### src/rtl/mase_pkg.sv
// shared types and constants for the multi-axis step generator
// no dependencies; imported by every module of the block
package mase_pkg;

   localparam int AXES        = 3;
   localparam int FIELD_AXES  = 3;
   localparam int QUEUE_DEPTH = 2;
   localparam int REQ_DATA_W  = 248;
   localparam int RSP_DATA_W  = 32;
   localparam int DIR_HEAD    = 3;

   localparam logic [2:0] OP_TICK  = 3'd0;
   localparam logic [2:0] OP_RAMP  = 3'd1;
   localparam logic [2:0] OP_CONST = 3'd2;
   localparam logic [2:0] OP_HEAD  = 3'd3;
   localparam logic [2:0] OP_HOME  = 3'd4;

   localparam logic [2:0] ST_RUNNING  = 3'd0;
   localparam logic [2:0] ST_NEXT     = 3'd1;
   localparam logic [2:0] ST_ACCEPTED = 3'd2;
   localparam logic [2:0] ST_REJECTED = 3'd3;
   localparam logic [2:0] ST_ABORTED  = 3'd4;
   localparam logic [2:0] ST_HOMED    = 3'd5;

   localparam logic [1:0] QC_LOAD_DIR  = 2'd0;
   localparam logic [1:0] QC_HARD_STOP = 2'd3;

   typedef logic [31:0] word_type;

   typedef struct packed {
      logic [2:0]                op;
      logic                      set_stop;
      logic                      load_dir;
      logic                      head_dir;
      logic [15:0]               duty;
      logic [2:0]                sensors;
      logic                      shutdown;
      logic [1:0]                home_axis;
      logic                      home_none;
      word_type [AXES-1:0]       steps;
      word_type [AXES-1:0]       rate;
   } cmd_type;

   typedef struct packed {
      logic [2:0]  status;
      logic [2:0]  pulses;
      logic [3:0]  dir_load;
      logic [3:0]  dir_bits;
      logic        duty_load;
      logic [15:0] duty_value;
      logic        homing_busy;
   } rsp_type;

endpackage

### src/rtl/mase_front.sv
// front end: accepts request items, unpacks and classifies them into commands
// depends on mase_pkg
module mase_front (
   input  logic                               req_tvalid,
   output logic                               req_tready,
   input  logic [mase_pkg::REQ_DATA_W-1:0]    req_tdata,
   input  logic [2:0]                         req_tuser,
   input  logic                               q_full,
   output logic                               q_push,
   output mase_pkg::cmd_type                  q_cmd
);
   import mase_pkg::*;

   assign req_tready = !q_full;
   assign q_push     = req_tvalid && !q_full;

   always_comb begin
      q_cmd           = '0;
      q_cmd.op        = req_tuser;
      q_cmd.set_stop  = (req_tdata[1:0] == QC_HARD_STOP);
      q_cmd.load_dir  = (req_tdata[1:0] == QC_LOAD_DIR);
      q_cmd.head_dir  = !req_tdata[225];
      q_cmd.duty      = req_tdata[241:226];
      q_cmd.sensors   = req_tdata[244:242];
      q_cmd.shutdown  = req_tdata[245];
      q_cmd.home_none = 1'b1;
      q_cmd.home_axis = '0;
      for (int i = 0; i < AXES; i++) begin
         if (i < FIELD_AXES) begin
            q_cmd.steps[i] = req_tdata[2 + 32*i +: 32];
            q_cmd.rate[i]  = req_tdata[98 + 32*i +: 32];
         end
      end
      // first axis with a nonzero step count is the one to home
      for (int i = FIELD_AXES - 1; i >= 0; i--) begin
         if (i < AXES && req_tdata[2 + 32*i +: 32] != '0) begin
            q_cmd.home_axis = 2'(i);
            q_cmd.home_none = 1'b0;
         end
      end
   end

endmodule

### src/rtl/mase_queue.sv
// short command queue between the front and back ends
// depends on mase_pkg
module mase_queue (
   input  logic               clock,
   input  logic               reset,
   input  logic               push,
   input  mase_pkg::cmd_type  push_cmd,
   output logic               full,
   input  logic               pop,
   output logic               pop_valid,
   output mase_pkg::cmd_type  pop_cmd
);
   import mase_pkg::*;

   localparam int PTR_W = (QUEUE_DEPTH > 1) ? $clog2(QUEUE_DEPTH) : 1;
   localparam int CNT_W = $clog2(QUEUE_DEPTH + 1);
   localparam logic [PTR_W-1:0] LAST_PTR = PTR_W'(QUEUE_DEPTH - 1);
   localparam logic [CNT_W-1:0] FULL_CNT = CNT_W'(QUEUE_DEPTH);

   cmd_type          slot_ff [QUEUE_DEPTH];
   logic [PTR_W-1:0] wr_ptr_ff, wr_ptr_in;
   logic [PTR_W-1:0] rd_ptr_ff, rd_ptr_in;
   logic [CNT_W-1:0] count_ff, count_in;

   assign full      = (count_ff == FULL_CNT);
   assign pop_valid = (count_ff != '0);
   assign pop_cmd   = slot_ff[rd_ptr_ff];

   always_comb begin
      wr_ptr_in = wr_ptr_ff;
      rd_ptr_in = rd_ptr_ff;
      count_in  = count_ff;
      if (push) begin
         wr_ptr_in = (wr_ptr_ff == LAST_PTR) ? '0 : wr_ptr_ff + 1'b1;
      end
      if (pop) begin
         rd_ptr_in = (rd_ptr_ff == LAST_PTR) ? '0 : rd_ptr_ff + 1'b1;
      end
      if (push && !pop) begin
         count_in = count_ff + 1'b1;
      end else if (pop && !push) begin
         count_in = count_ff - 1'b1;
      end
   end

   always_ff @(posedge clock) begin
      if (reset) begin
         wr_ptr_ff <= '0;
         rd_ptr_ff <= '0;
         count_ff  <= '0;
      end else begin
         wr_ptr_ff <= wr_ptr_in;
         rd_ptr_ff <= rd_ptr_in;
         count_ff  <= count_in;
      end
   end

   always_ff @(posedge clock) begin
      if (push) begin
         slot_ff[wr_ptr_ff] <= push_cmd;
      end
   end

endmodule

### src/rtl/mase_back.sv
// back end: axis state, command execution and the result register
// depends on mase_pkg
module mase_back (
   input  logic               clock,
   input  logic               reset,
   input  logic               q_valid,
   input  mase_pkg::cmd_type  q_cmd,
   output logic               q_pop,
   output logic               rsp_valid,
   input  logic               rsp_ready,
   output mase_pkg::rsp_type  rsp
);
   import mase_pkg::*;

   word_type   budget_ff [AXES];
   word_type   budget_in [AXES];
   word_type   speed_ff  [AXES];
   word_type   speed_in  [AXES];
   word_type   accel_ff  [AXES];
   word_type   accel_in  [AXES];
   word_type   phase_ff  [AXES];
   word_type   phase_in  [AXES];
   word_type   spd_sum   [AXES];
   word_type   ph_sum    [AXES];
   logic       stop_ff, stop_in;
   logic       homing_ff, homing_in;
   logic [1:0] haxis_ff, haxis_in;
   logic       rsp_valid_ff, rsp_valid_in;
   rsp_type    rsp_ff, rsp_in;
   logic       all_done;
   logic       run;
   logic       do_poll;
   logic [1:0] poll_axis;
   logic       sensed;

   assign q_pop     = q_valid && (!rsp_valid_ff || rsp_ready);
   assign rsp_valid = rsp_valid_ff;
   assign rsp       = rsp_ff;

   always_comb begin
      budget_in    = budget_ff;
      speed_in     = speed_ff;
      accel_in     = accel_ff;
      phase_in     = phase_ff;
      stop_in      = stop_ff;
      homing_in    = homing_ff;
      haxis_in     = haxis_ff;
      rsp_valid_in = rsp_valid_ff && !rsp_ready;
      rsp_in       = rsp_ff;
      all_done     = 1'b1;
      run          = 1'b0;
      do_poll      = 1'b0;
      poll_axis    = haxis_ff;
      sensed       = 1'b0;
      for (int i = 0; i < AXES; i++) begin
         spd_sum[i] = speed_ff[i] + accel_ff[i];
         ph_sum[i]  = phase_ff[i] + spd_sum[i];
      end

      if (q_pop) begin
         rsp_valid_in = 1'b1;
         rsp_in       = '0;
         if (homing_ff) begin
            do_poll = 1'b1;
         end else begin
            if (q_cmd.op != OP_TICK) begin
               stop_in = q_cmd.set_stop;
            end
            unique case (q_cmd.op)
               OP_TICK: begin
                  for (int i = 0; i < AXES; i++) begin
                     run = 1'b1;
                     if (budget_ff[i] != '0 && !budget_ff[i][31]) begin
                        all_done = 1'b0;
                     end else if (stop_ff) begin
                        run = 1'b0;
                     end
                     if (run) begin
                        speed_in[i] = spd_sum[i];
                        phase_in[i] = ph_sum[i];
                        // signed overflow of the phase add gives a step
                        if (((phase_ff[i] ^ ph_sum[i]) & (spd_sum[i] ^ ph_sum[i])) >> 31
                            != '0) begin
                           budget_in[i] = budget_ff[i] - 32'd1;
                           if (i < FIELD_AXES) begin
                              rsp_in.pulses[i] = 1'b1;
                           end
                        end
                     end
                  end
                  rsp_in.status = all_done ? ST_NEXT : ST_RUNNING;
               end
               OP_RAMP: begin
                  for (int i = 0; i < AXES; i++) begin
                     if (q_cmd.load_dir && i < FIELD_AXES) begin
                        rsp_in.dir_load[i] = 1'b1;
                        rsp_in.dir_bits[i] = !q_cmd.rate[i][31];
                     end
                     budget_in[i] = budget_ff[i] + q_cmd.steps[i];
                     accel_in[i]  = q_cmd.rate[i];
                  end
                  rsp_in.status = ST_ACCEPTED;
               end
               OP_CONST, OP_HOME: begin
                  for (int i = 0; i < AXES; i++) begin
                     budget_in[i] = budget_ff[i] + q_cmd.steps[i];
                     accel_in[i]  = '0;
                     speed_in[i]  = q_cmd.rate[i];
                  end
                  if (q_cmd.op == OP_CONST) begin
                     rsp_in.status = ST_ACCEPTED;
                  end else if (q_cmd.home_none) begin
                     rsp_in.status = ST_HOMED;
                  end else begin
                     haxis_in  = q_cmd.home_axis;
                     poll_axis = q_cmd.home_axis;
                     do_poll   = 1'b1;
                  end
               end
               OP_HEAD: begin
                  rsp_in.dir_load[DIR_HEAD] = 1'b1;
                  rsp_in.dir_bits[DIR_HEAD] = q_cmd.head_dir;
                  rsp_in.duty_load          = 1'b1;
                  rsp_in.duty_value         = q_cmd.duty;
                  rsp_in.status             = ST_ACCEPTED;
               end
               default: begin
                  rsp_in.status = ST_REJECTED;
               end
            endcase
         end

         // sensor first, then shutdown
         if (do_poll) begin
            for (int i = 0; i < FIELD_AXES; i++) begin
               if (i < AXES && poll_axis == 2'(i) && q_cmd.sensors[i]) begin
                  sensed = 1'b1;
               end
            end
            if (sensed) begin
               for (int i = 0; i < AXES; i++) begin
                  if (poll_axis == 2'(i)) begin
                     budget_in[i] = '0;
                  end
               end
               homing_in     = 1'b0;
               rsp_in.status = ST_HOMED;
            end else if (q_cmd.shutdown) begin
               homing_in     = 1'b0;
               rsp_in.status = ST_ABORTED;
            end else begin
               homing_in     = 1'b1;
               rsp_in.status = ST_RUNNING;
            end
         end
         rsp_in.homing_busy = homing_in;
      end
   end

   always_ff @(posedge clock) begin
      if (reset) begin
         for (int i = 0; i < AXES; i++) begin
            budget_ff[i] <= '0;
            speed_ff[i]  <= '0;
            accel_ff[i]  <= '0;
            phase_ff[i]  <= '0;
         end
         stop_ff      <= 1'b0;
         homing_ff    <= 1'b0;
         haxis_ff     <= '0;
         rsp_valid_ff <= 1'b0;
      end else begin
         budget_ff    <= budget_in;
         speed_ff     <= speed_in;
         accel_ff     <= accel_in;
         phase_ff     <= phase_in;
         stop_ff      <= stop_in;
         homing_ff    <= homing_in;
         haxis_ff     <= haxis_in;
         rsp_valid_ff <= rsp_valid_in;
      end
   end

   always_ff @(posedge clock) begin
      rsp_ff <= rsp_in;
   end

   a_pop_gives_rsp: assert property (@(posedge clock) disable iff (reset)
      q_pop |=> rsp_valid_ff)
      else $error("popped item produced no result");

   a_tick_no_homing: assert property (@(posedge clock) disable iff (reset)
      q_pop && !homing_ff && q_cmd.op == OP_TICK |=> !homing_ff)
      else $error("tick started a homing wait");

   a_busy_matches: assert property (@(posedge clock) disable iff (reset)
      q_pop |=> rsp_ff.homing_busy == homing_ff)
      else $error("homing busy flag disagrees with homing state");

   a_idle_holds_homing: assert property (@(posedge clock) disable iff (reset)
      !q_pop |=> $stable(homing_ff) && $stable(haxis_ff))
      else $error("homing state changed without an item");

endmodule

### src/rtl/multi_axis_step_generator_core.sv
// top level of the three-axis stepper step generator
// depends on mase_pkg, mase_front, mase_queue and mase_back
//
// Takes one tick or command item per clock and returns one result item for each, in order.
// The front end decodes each item into a two-entry command queue; the back end executes one
// command per cycle against the per-axis budget, speed, acceleration and phase registers and
// places the result in an output register. An accepted item is first written into the queue, and
// its result is then registered for rsp_tvalid; while rsp_tready stays high one item is taken every cycle.
// When the result side stalls, the queue still absorbs up to two more items before
// req_tready drops.
// During a homing wait every item is only a poll of the home sensor and shutdown request.
module multi_axis_step_generator_core (
   input  logic                               clock,
   input  logic                               reset,
   input  logic                               req_tvalid,
   output logic                               req_tready,
   // queue_count, steps_axis0..2, rate_axis0..2, head_direction, head_duty,
   // home_sensors, shutdown_request, zero pad
   input  logic [mase_pkg::REQ_DATA_W-1:0]    req_tdata,
   // op
   input  logic [2:0]                         req_tuser,
   output logic                               rsp_tvalid,
   input  logic                               rsp_tready,
   // step_pulses, direction_load, direction_bits, duty_load, duty_value,
   // homing_busy, zero pad
   output logic [mase_pkg::RSP_DATA_W-1:0]    rsp_tdata,
   // status
   output logic [2:0]                         rsp_tuser
);
   import mase_pkg::*;

   logic    q_full;
   logic    q_push;
   logic    q_pop;
   logic    q_valid;
   cmd_type push_cmd;
   cmd_type pop_cmd;
   rsp_type rsp;

   mase_front u_front (
      .req_tvalid (req_tvalid),
      .req_tready (req_tready),
      .req_tdata  (req_tdata),
      .req_tuser  (req_tuser),
      .q_full     (q_full),
      .q_push     (q_push),
      .q_cmd      (push_cmd)
   );

   mase_queue u_queue (
      .clock     (clock),
      .reset     (reset),
      .push      (q_push),
      .push_cmd  (push_cmd),
      .full      (q_full),
      .pop       (q_pop),
      .pop_valid (q_valid),
      .pop_cmd   (pop_cmd)
   );

   mase_back u_back (
      .clock     (clock),
      .reset     (reset),
      .q_valid   (q_valid),
      .q_cmd     (pop_cmd),
      .q_pop     (q_pop),
      .rsp_valid (rsp_tvalid),
      .rsp_ready (rsp_tready),
      .rsp       (rsp)
   );

   assign rsp_tuser = rsp.status;
   assign rsp_tdata = {3'b000, rsp.homing_busy, rsp.duty_value, rsp.duty_load,
                       rsp.dir_bits, rsp.dir_load, rsp.pulses};

endmodule
### config.mk
export PLATFORM = sky130hd
export DESIGN_NAME = multi_axis_step_generator_core
export DESIGN_NICKNAME = d
export VERILOG_FILES = /design/src/rtl/mase_pkg.sv /design/src/rtl/mase_front.sv /design/src/rtl/mase_queue.sv /design/src/rtl/mase_back.sv /design/src/rtl/multi_axis_step_generator_core.sv
export SDC_FILE = /design/constraint.sdc
export NUM_CORES = 2
export LEC_CHECK = 0
export BUFFER_PORTS_ARGS = -buffer_cell sky130_fd_sc_hd__buf_2
export CELL_PAD_IN_SITES_DETAIL_PLACEMENT = 1
export CELL_PAD_IN_SITES_GLOBAL_PLACEMENT = 1
export CORE_MARGIN = 1
export CORE_UTILIZATION = 49
export DETAILED_ROUTE_END_ITERATION = 7
export PLACE_DENSITY = 0.93
export SYNTH_ARGS = -nofsm -noshare
export SYNTH_HDL_FRONTEND = slang
export SYNTH_HIERARCHICAL = 1
export SYNTH_SLANG_ARGS = --single-unit
### constraint.sdc
create_clock -name clock -period 19.45 [get_ports clock]
set_clock_uncertainty 0.2 [all_clocks]
set_input_delay 3.89 -clock clock [delete_from_list [all_inputs] [get_ports clock]]
set_output_delay 3.89 -clock clock [all_outputs]
set_load 0.005 [all_outputs]
==> impl_metrics.toml <==
[timing]
timing.fmax_ghz = 0.1294
finalSetupViolCount = 0
slew_violations = 0
hold_viol_final = 0
timing.final.crit_share = 0.3973
period_needed_ns = 7.727
hold_ws_ns = 0.2594
max_slew_margin = 0.2325
fin_setup_tns_ns = 0
worst_pin_slew_ns = 1.122
rsz0062_at_grt = "no"

[clock_network]
cts_tree = "built"
postCtsSetupRepairBufs = 0
ctsResizeCount = 0
clockBufferDepth = 3
htree_levels = 3
clk_pin_slew_ns = 0.06
cts-root-buf = "clkbuf_16"
insertion_delay_ns = 0.72
cts-buffers-inserted = 95
hold_buffers = 0
cts_num_sinks = 865

[worst_setup_path]
cp-start-kind = "flip-flop"
cp.required_ns = 19.84
critPathArrivalTime_ns = 8.12
worstSetupPathType = "reg -> reg"
critPathLaunch = "u_back/accel_ff[0]"
r2r-start = "u_back/accel_ff[0]"
path_max_fanout = 17
crit_path_end = "u_back/budget_ff[0]"
r2r_end = "u_back/budget_ff[0]"
worst_setup_path_end_kind = "flip-flop"
reg2reg_slack_ns = 11.72
r2r_cells = 25

[synth]
yosysWarnings = 6
synth_enable_flop_cells = 471
synth_seq_cells = 865
synthArstFlopShare = 0
synth_top_area_share = 0.2768
synth_cells = 5209
synth_ff_type = "edfxtp_1"
yosysTopAreaCell = "edfxtp_1"
synth.avg_cell_area_um2 = 9.810
ys_seq_area_frac = 0.4311
synth.distinct_cells = 106
synth_area_mm2 = 0.05110
synth.area.top_cells = "edfxtp_1 28%, dfxtp_1 15%, ha_1 7.1%"

[drt]
viasPerCell = 6.324
drcViolationCount = 0
wl_um = 159300
vias = 41910
ant_nets = 0
drt_iter0_markers = 3009
first_pass_iters = 6
wl_per_cell_um = 24.05

[final_layout]
final_cells = 6626
final_cell_mix = "578 x nand2_1, 481 x a21oi_1, 471 x edfxtp_1, 393 x dfxtp_1, 363 x nor2_1"
finish.utilization = 0.5319
layout.nets = 5709
multiInputGateArea_mm2 = 0.02598
final_common_cell = "nand2_1"
regArea_mm2 = 0.02203
final.fill_count = 11450
drive_above_1_share = 0.1450
syn_to_final_growth_pct = 7.725

[placed_design]
placedCellCount = 6439
port_buffers = 255
hpwl_um = 105000
gp_congestion = 0.8856

[grt]
grt_pass1_wl_um = 248400
antenna_found_initial = 12
grt_pass1_vias = 44410
grt_max_degree = 177
grt_overflow_total = 0
grt_usage = 0.2930

[floorplan]
die-height_um = 324.9
core_mm2 = 0.1035
row_count = 118
fp.dieW_um = 324.9
start_util = 0.4937
die_area_mm2 = 0.1056
num_io_pins = 292

[power_and_ir_drop]
p_leak_nw = 21.49
p_per_area_mw_per_mm2 = 157.5
ir_drop_mv = 0.1017

[outcome]
status = "finished, final reports clean"

[flow_run]
maxCapViolations = 0

[min_path]
hp-class = "reg -> reg"
[kinds of logic after synthesis]
family,count (synthesis),share of synthesized area
compound gates,1370,0.1715
xor+xnor,248,0.04265
fa+ha+maj,298,0.07429
buf+inv,543,0.06214
flops,865,0.4311
mux,236,0.06599
other cells,1,0.00007339
simple gates,1648,0.1522
[worst max-delay path: stages, from the launching register on]
cell and delay (ns):
dfxtp_1 0.33, ha_1 0.23, inv_1 0.07, fa_1 0.40, nor2b_1 0.12, o21ai_0 0.17, a211o_1 0.33, a21boi_0 0.38
o21ai_0 0.18, a21oi_1 0.24, nor2_1 0.11, o311ai_0 0.82, a21oi_1 0.18, ha_1 0.47, nand2_1 0.10, o21bai_1 0.18
a2111o_1 0.41, a31oi_1 0.22, o311a_1 0.35, o21ai_0 0.13, nor4_1 0.38, o21a_1 0.65, nand2_1 0.35, inv_1 0.23
o31ai_1 0.12, a22o_1 0.26
[synthesized netlist by cell type, types with 99 or more instances]
cell type / n
nand2_1: 580
clkbuf_1: 179
buf_4: 222
ha_1: 289
a21o_1: 99
nor2_1: 370
nor3_1: 99
a21oi_1: 483
xnor2_1: 165
edfxtp_1: 471
nand3_1: 195
mux2_4: 190
o21ai_0: 223
dfxtp_1: 394
[sequential cells by signal (all words and copies together), names as in the netlist, named ones only]
name and cells:
u_back/rsp 29, u_back/haxis_ff 2, u_back/budget_ff 96, u_queue/rd_ptr_ff 1, u_back/speed_ff 96, u_back/homing_ff 1
u_back/rsp_valid 1, u_queue/count_ff 2, u_back/stop_ff 1, u_back/phase_ff 96, u_queue/slot_ff 442, u_queue/wr_ptr_ff 1
u_back/accel_ff 96
[metrics by stage]
step	power (mW)	worst slack, ns	area [um2]
floorplan	5.515	4.573	51110
global placement	6.317	12.23	51750
detailed placement	6.572	12.03	51750
CTS	8.587	11.93	55020
global route	9.077	11.34	55040
finish	8.670	11.72	55050
[metal layers]
metal / vias to the layer above / global-route usage / routed length [um]
li1: 18990 / - / -
met1: 20870 / 0.3493 / 63900
met2: 1568 / 0.5111 / 79110
met3: 471 / 0.05232 / 9372
met4: 8 / 0.1362 / 6888
met5: - / 0 / 57
[worst min-delay path by stage]
stage / start / endpoint / depth (start not counted)
floorplan: u_back/phase_ff[61] / u_back/phase_ff[61] / 2
global placement: u_back/phase_ff[73] / u_back/phase_ff[73] / 2
detailed placement: u_back/accel_ff[9] / u_back/accel_ff[9] / 2
CTS: u_back/accel_ff[9] / u_back/accel_ff[9] / 2
global route: u_back/phase_ff[35] / u_back/phase_ff[35] / 2
finish: u_back/phase_ff[94] / u_back/phase_ff[94] / 2
[where the power goes]
group	total, mW	leakage (nW)	switching, mW	internal (mW)
clock	1.93	1.60	0.811	1.12
combinational	4.08	12.3	2.63	1.46
sequential	2.65	7.61	0.298	2.36
total	8.67	21.5	3.73	4.94
[layout make-up]
class	count	area share
Clock buffer	111	0.04596
Antenna cell	10	0.0004546
Timing Repair Buffer	300	0.03019
Multi-Input combinational cell	3803	0.4720
Sequential cell	865	0.4003
Tap cell	1380	0.03137
Inverter	91	0.006205
Clock inverter	66	0.01352
Note: power is estimated with default switching activity, not from simulation.
